[src/hdl/soiir_pkg.sv]
// shared types and constants for the second-order iir plant model
`default_nettype none

package soiir_pkg;

  localparam int Y_WIDTH        = 40;
  localparam int FRAC_SHIFT     = 24;
  localparam int PROD_WIDTH     = 60;
  localparam int OUT_WIDTH      = 32;
  localparam int HALF_WIDTH     = Y_WIDTH / 2;
  localparam int ACC_WIDTH      = PROD_WIDTH + 3;
  localparam int NUM_TERMS      = 5;
  localparam int APB_DATA_WIDTH = 64;
  localparam int APB_ADDR_WIDTH = 6;
  localparam int IDX_WIDTH      = 4;

  typedef logic [IDX_WIDTH-1:0] idx_t;

  localparam idx_t ISSUE_LAST = idx_t'(2 * NUM_TERMS - 1);

  typedef enum logic [2:0] {
    REG_B0   = 3'd0,
    REG_B1   = 3'd1,
    REG_B2   = 3'd2,
    REG_A1   = 3'd3,
    REG_A2   = 3'd4,
    REG_GAIN = 3'd5
  } reg_idx_e;

  localparam logic signed [63:0] RST_B0   = 64'sd67252460192;
  localparam logic signed [63:0] RST_B1   = -64'sd67252460192;
  localparam logic signed [63:0] RST_B2   = 64'sd3;
  localparam logic signed [63:0] RST_A1   = 64'sd16039202;
  localparam logic signed [63:0] RST_A2   = 64'sd737997;
  localparam logic signed [63:0] RST_GAIN = 64'sd4194;

  typedef enum logic [2:0] {
    ST_IDLE,
    ST_FILT,
    ST_FDRAIN,
    ST_YSTORE,
    ST_GAIN,
    ST_GDRAIN,
    ST_OUT
  } state_e;

  typedef struct packed {
    logic valid;
    logic half;
    logic clr_acc;
  } mac_ctrl_t;

  typedef struct packed {
    logic busy;
    logic ovf;
  } mac_stat_t;

endpackage

`default_nettype wire

[src/hdl/soiir_mac.sv]
// shared half-width multiplier with product assembly, floor shift, clip and accumulate
`default_nettype none

module soiir_mac #(
  parameter int COEF_WIDTH = 40
) (
  input  logic                                   clk_i,
  input  logic                                   rst_ni,
  input  soiir_pkg::mac_ctrl_t                   ctrl_i,
  input  logic signed [COEF_WIDTH-1:0]           coef_i,
  input  logic signed [soiir_pkg::Y_WIDTH-1:0]   operand_i,
  output logic signed [soiir_pkg::ACC_WIDTH-1:0] acc_o,
  output soiir_pkg::mac_stat_t                   stat_o
);
  import soiir_pkg::*;

  localparam int MUL_WIDTH  = COEF_WIDTH + HALF_WIDTH + 1;
  localparam int FULL_WIDTH = COEF_WIDTH + Y_WIDTH;
  localparam int SH_WIDTH   = FULL_WIDTH - FRAC_SHIFT;

  logic signed [HALF_WIDTH:0]     chunk;
  logic signed [MUL_WIDTH-1:0]    mul_d, mul_q;
  logic                           v1_q, half1_q, v2_q;
  logic signed [FULL_WIDTH-1:0]   lo_q, full_d, full_q;
  logic signed [SH_WIDTH-1:0]     shifted;
  logic signed [PROD_WIDTH-1:0]   term;
  logic                           term_ovf;
  logic signed [ACC_WIDTH-1:0]    acc_d, acc_q;

  // low half unsigned, high half signed
  assign chunk = ctrl_i.half ? {operand_i[Y_WIDTH-1], operand_i[Y_WIDTH-1:HALF_WIDTH]}
                             : {1'b0, operand_i[HALF_WIDTH-1:0]};
  assign mul_d = MUL_WIDTH'(coef_i) * MUL_WIDTH'(chunk);

  assign full_d  = lo_q + (FULL_WIDTH'(mul_q) <<< HALF_WIDTH);
  assign shifted = full_q[FULL_WIDTH-1:FRAC_SHIFT];

  if (SH_WIDTH > PROD_WIDTH) begin : g_clip
    logic [SH_WIDTH-PROD_WIDTH:0] top;
    assign top      = shifted[SH_WIDTH-1:PROD_WIDTH-1];
    assign term_ovf = !(&top) && (|top);
    assign term     = !term_ovf ? shifted[PROD_WIDTH-1:0] :
                      shifted[SH_WIDTH-1] ? {1'b1, {(PROD_WIDTH-1){1'b0}}}
                                          : {1'b0, {(PROD_WIDTH-1){1'b1}}};
  end else begin : g_noclip
    assign term_ovf = 1'b0;
    assign term     = PROD_WIDTH'(shifted);
  end

  assign acc_d = acc_q + ACC_WIDTH'(term);

  always_ff @(posedge clk_i or negedge rst_ni) begin
    if (!rst_ni) begin
      v1_q    <= 1'b0;
      half1_q <= 1'b0;
      v2_q    <= 1'b0;
      acc_q   <= '0;
    end else begin
      v1_q    <= ctrl_i.valid;
      half1_q <= ctrl_i.half;
      v2_q    <= v1_q && half1_q;
      if (ctrl_i.clr_acc) begin
        acc_q <= '0;
      end else if (v2_q) begin
        acc_q <= acc_d;
      end
    end
  end

  always_ff @(posedge clk_i) begin
    if (ctrl_i.valid) begin
      mul_q <= mul_d;
    end
    if (v1_q && !half1_q) begin
      lo_q <= FULL_WIDTH'(mul_q);
    end
    if (v1_q && half1_q) begin
      full_q <= full_d;
    end
  end

  assign acc_o       = acc_q;
  assign stat_o.busy = v1_q | v2_q;
  assign stat_o.ovf  = v2_q & term_ovf;

endmodule

`default_nettype wire

[config.mk]
export PLATFORM = sky130hd
export DESIGN_NAME = soiir_mac
export DESIGN_NICKNAME = d
export VERILOG_FILES = /design/src/hdl/soiir_pkg.sv /design/src/hdl/soiir_mac.sv
export SDC_FILE = /design/constraint.sdc
export NUM_CORES = 2
export LEC_CHECK = 0
export ABC_AREA = 0
export BUFFER_PORTS_ARGS = -buffer_cell sky130_fd_sc_hd__buf_2
export CORE_MARGIN = 2
export CORE_UTILIZATION = 23
export DETAILED_ROUTE_END_ITERATION = 12
export PLACE_DENSITY = 0.4
export SLEW_MARGIN = 20
export SYNTH_ARGS = -nofsm -noshare
export SYNTH_HDL_FRONTEND = slang
export SYNTH_SLANG_ARGS = --single-unit
[constraint.sdc]
create_clock -name clk_i -period 8.88 [get_ports clk_i]
set_input_delay 0.444 -clock clk_i [delete_from_list [all_inputs] [get_ports clk_i]]
set_output_delay 0.444 -clock clk_i [all_outputs]
set_load 0.02 [all_outputs]
# Word level (Yosys, flattened, before mapping)
# Index checks and enable logic that the tools add are counted.
op_classes:
  addsub: 2
  mul: 1
  mux: 3
  bitwise: 1
  n_reduce_logical: 4
op_table:
  columns: ["operator", "count"]
  rows:
  - ["63-bit 2-to-1 mux", 2]
  - ["61-bit by 80-bit adder with 80-bit output", 1]
  - ["63-bit by 56-bit adder with 63-bit output", 1]
  - ["40-bit by 21-bit multiplier with 61-bit output", 1]
  - ["21-bit 2-to-1 mux", 1]
  - ["1-bit logical AND", 2]
  - ["2-bit nonzero test", 1]
  - ["1-bit logical NOT", 1]
  - ["1-bit OR", 1]
totals:
  reg_bits: 268
  output_inout_bits: 65

# Depth between registers and ports, before layout
depth:
  depth_word: 3
  mapped_depth: 31
  mapped_depth_nobuf: 28

# Worst setup path before layout
# OpenSTA, ideal clock, no wires.
synth_timing:
  path_kind: "input port to flip-flop"
  start: "input port ctrl_i[1] (netlist name)"
  end: "register mul_q[56] (data pin)"
  setup_time_ns: 0.262
  t_arrival_ns: 7.473
  slack_ns: 1.146
  stages: 28
  cell_sequence: "clkbuf_1 mux2_2 clkbuf_1 nand2_1 fa_1 inv_1 fa_1 inv_1 fa_1 inv_1 fa_1 fa_1 fa_1 inv_1 fa_1 inv_1 ha_1 and3_1 a221o_1 a221oi_1 o211ai_1 o211ai_2 o31ai_1 a21oi_1 o21ai_2 a21oi_2 o21ai_1 xor2_1"
synth_via:
  elab_chain_cells: 2
synth_lines:
  columns: ["element", "line", "rtl"]
  rows:
  - ["start, declared", "soiir_mac.sv:9", "input soiir_pkg::mac_ctrl_t ctrl_i,"]
  - ["21-bit 2-to-1 mux", "soiir_mac.sv:31", "assign chunk = ctrl_i.half ? {operand_i[Y_WIDTH-1], operand_i[Y_WIDTH-1:HALF_WIDTH]}"]
  - ["40-bit by 21-bit multiplier with 61-bit output", "soiir_mac.sv:33", "assign mul_d = MUL_WIDTH'(coef_i) * MUL_WIDTH'(chunk);"]
  - ["named net mul_d[56]", "soiir_mac.sv:22", "logic signed [MUL_WIDTH-1:0] mul_d, mul_q;"]
  - ["end signal, assigned", "soiir_mac.sv:72", "mul_q <= mul_d;"]
  - ["end, declared", "soiir_mac.sv:22", null]
# The timed path passes the listed nets, and every way through them passes these cells.
# A chain may end at the register's enable or synchronous reset.

# Worst setup path in the final report
layout_timing:
  start: "input port ctrl_i[1] (netlist name)"
  end: "register mul_q[60] (data pin)"
# Same word-level chain as after synthesis.

==> out/results.ini <==
[grt]
grt_pass1_vias=33000
grt_pass1_wl_mm=199
grt_use_total=0.137
grt_start_max_net_pins=70
antenna_found_initial=7
overflow=0

[critical_path]
criticalPathCategory=input port to flop
critical_path_required_ps=9170
crit_slowest_cell=fa_1
cp_common_cell=fa_1
max_stage_delay_ps=560
crit_fanout=28
worstSetupStartpointType=input port
cp_num_buf_inv=9
cp.arrival_ps=8360
cp_top_family=adder cells
cp-end-kind=flop

[finish]
area_growth_pct=10.6
drive_above_1_share=0.0628
fin_cells=7067
nets=5758
fill_cells=19800
antennaDiodeCount=0

[sta]
rsz0062_at_grt=false
fin_crit_sh=0.909
fin_tns_setup_ps=0
finalSetupViolCount=0
whs_ps=-6.41
worstMarginPinSlew_ps=939
slew_violations=0
final.setup_skew_ps=11.9
hold_violations=2
max_freq_ghz=0.124
relSlewSlack=0.374
period_needed_ps=8070

[clock_tree]
post_cts.resized_instances=0
post_cts_buffers=0
cts.sinks=224
clk_latency_ps=550
clk_pin_slew_ps=60
cts_buffers=27
htreeDepth=1
root_buffer=clkbuf_16
cts.path.max_buffers=3
hold_buffers=0
tritoncts=done

[placement]
place_hpwl_mm=106
routabilityCongestion=0.832
dp.cells=7018
numPortBuffers=148

[synth]
synthSimpleGateAreaFrac=0.139
synthCells=4564
synth_warnings=0
avgSynthCellArea_sq_um=9.26
synth_cell_types=74
seq_area_frac_synth=0.151
synth_top_family_by_area=adder cells
muxShareOfSynthArea=0.0159
synth_edf_count=158
synthArstFlopShare=0.295
syn_area_sq_mm=0.0423
yosys.area_share.adder=0.468
syn_nets=5739
synth-xor-area-share=0.0336
synthFlopType=edfxtp_1
ys_seq_elements=224
synth_compound_area_frac=0.0857

[routing]
vias_per_cell=4.28
routed-via-count=30200
drtIter0Drc=1550
firstDrtPassIters=5
ant_nets=0
finalWirelength_mm=126
drt-wirelength-per-cell_um=17.8
drc_errors=0

[floorplanning]
fp.coreArea_sq_mm=0.183
initial_utilization=0.231
die_w_um=433
die_area_sq_mm=0.187
io_pins=150
row_count=157
die_h_um=433

[run]
drv_cap=0

[status]
status=finished with violations
violations=negative hold slack

[min_path]
hold_class=input port to asynchronous set/reset pin

layout by cell type, fill, tap and decap left out, types with 28 or more instances in the layout:
master / synthesis / routed
a21oi_1: 171 / 171
nand3_1: 44 / 44
nand2_1: 666 / 666
and3_1: 29 / 29
inv_1: 978 / 978
xor2_1: 57 / 57
ha_1: 269 / 269
o21ai_0: 78 / 78
edfxtp_1: 158 / 158
buf_2: 5 / 147
clkbuf_16: 0 / 28
nor2_1: 168 / 167
a21o_1: 122 / 122
dfrtp_1: 66 / 65
xnor2_1: 105 / 105
fa_1: 821 / 821
and2_1: 247 / 246
nand4_1: 29 / 29
mux2i_1: 46 / 46
buf_4: 1 / 47
state kept, by name (all words and copies together), names as in the netlist:
register and count:
full_q 56, v2_q 1, lo_q 41, v1_q 1, mul_q 61, acc_o 63
half1_q 1
path summary, 6_finish.rpt:
check	startpoint	end	slack, ps	cells after the start
worst max-delay path	ctrl_i[1]	mul_q[60]	810	30
worst min register to register	mul_q[60]	lo_q[60]	430	0
min in group clk_i	ctrl_i[1]	half1_q	260	2
worst max register to register	acc_o[0]	acc_o[56]	4760	13
max in group asynchronous	rst_ni	acc_o[55]	8220	1
worst min-delay path	rst_ni	acc_o[1]	-6	1
metal layers:
layer  routed length (um)  part of all wire  track usage  vias to the layer above
li1                     -                 -            -                    14100
met1                61500              0.49        0.195                    15600
met2                58600              0.47        0.227                      462
met3                 3930             0.031       0.0116                       99
met4                 1820             0.014       0.0210                        0
met5                    0                 0            0                        -
synthesized netlist by cell type (all sizes together), types with 44 or more instances:
cell type / number / area share
a21o: 122 / 0.022
a21oi: 173 / 0.021
and2: 247 / 0.037
clkbuf: 210 / 0.019
dfrtp: 66 / 0.039
edfxtp: 158 / 0.11
fa: 821 / 0.39
ha: 269 / 0.080
inv: 978 / 0.087
mux2i: 46 / 0.011
nand2: 666 / 0.059
nand3: 44 / 0.0052
nor2: 168 / 0.015
o21ai: 87 / 0.011
xnor2: 105 / 0.022
xor2: 57 / 0.012
final cells by class:
cell class	count	area, sq um	area share
clock inverter	11	97.6	0.00209
timing repair buffer	209	1390	0.0297
sequential	224	6400	0.137
clock buffer	38	748	0.0160
inverter	978	3670	0.0785
multi-input combinational	3143	31400	0.671
tap	2464	3080	0.0659
through the flow:
stage / instance area [sq um] / util / setup slack, ps
after global placement: 45900 / 0.251 / 271
after detailed placement: 45900 / 0.251 / 188
after global routing: 46800 / 0.256 / 372
after CTS: 46800 / 0.256 / 771
final: 46800 / 0.256 / 806
after floorplan: 42300 / - / 1150
kinds of logic after synthesis:
group           Yosys count
simple gates           1273
buf+inv                1197
fa+ha+maj              1090
compound gates          552
flops                   224
xor+xnor                162
mux                      65
other cells               1
Power is left out: the tool's default activity adds up to more than one toggle a clock period on the data nets, which glitch-free logic cannot reach.
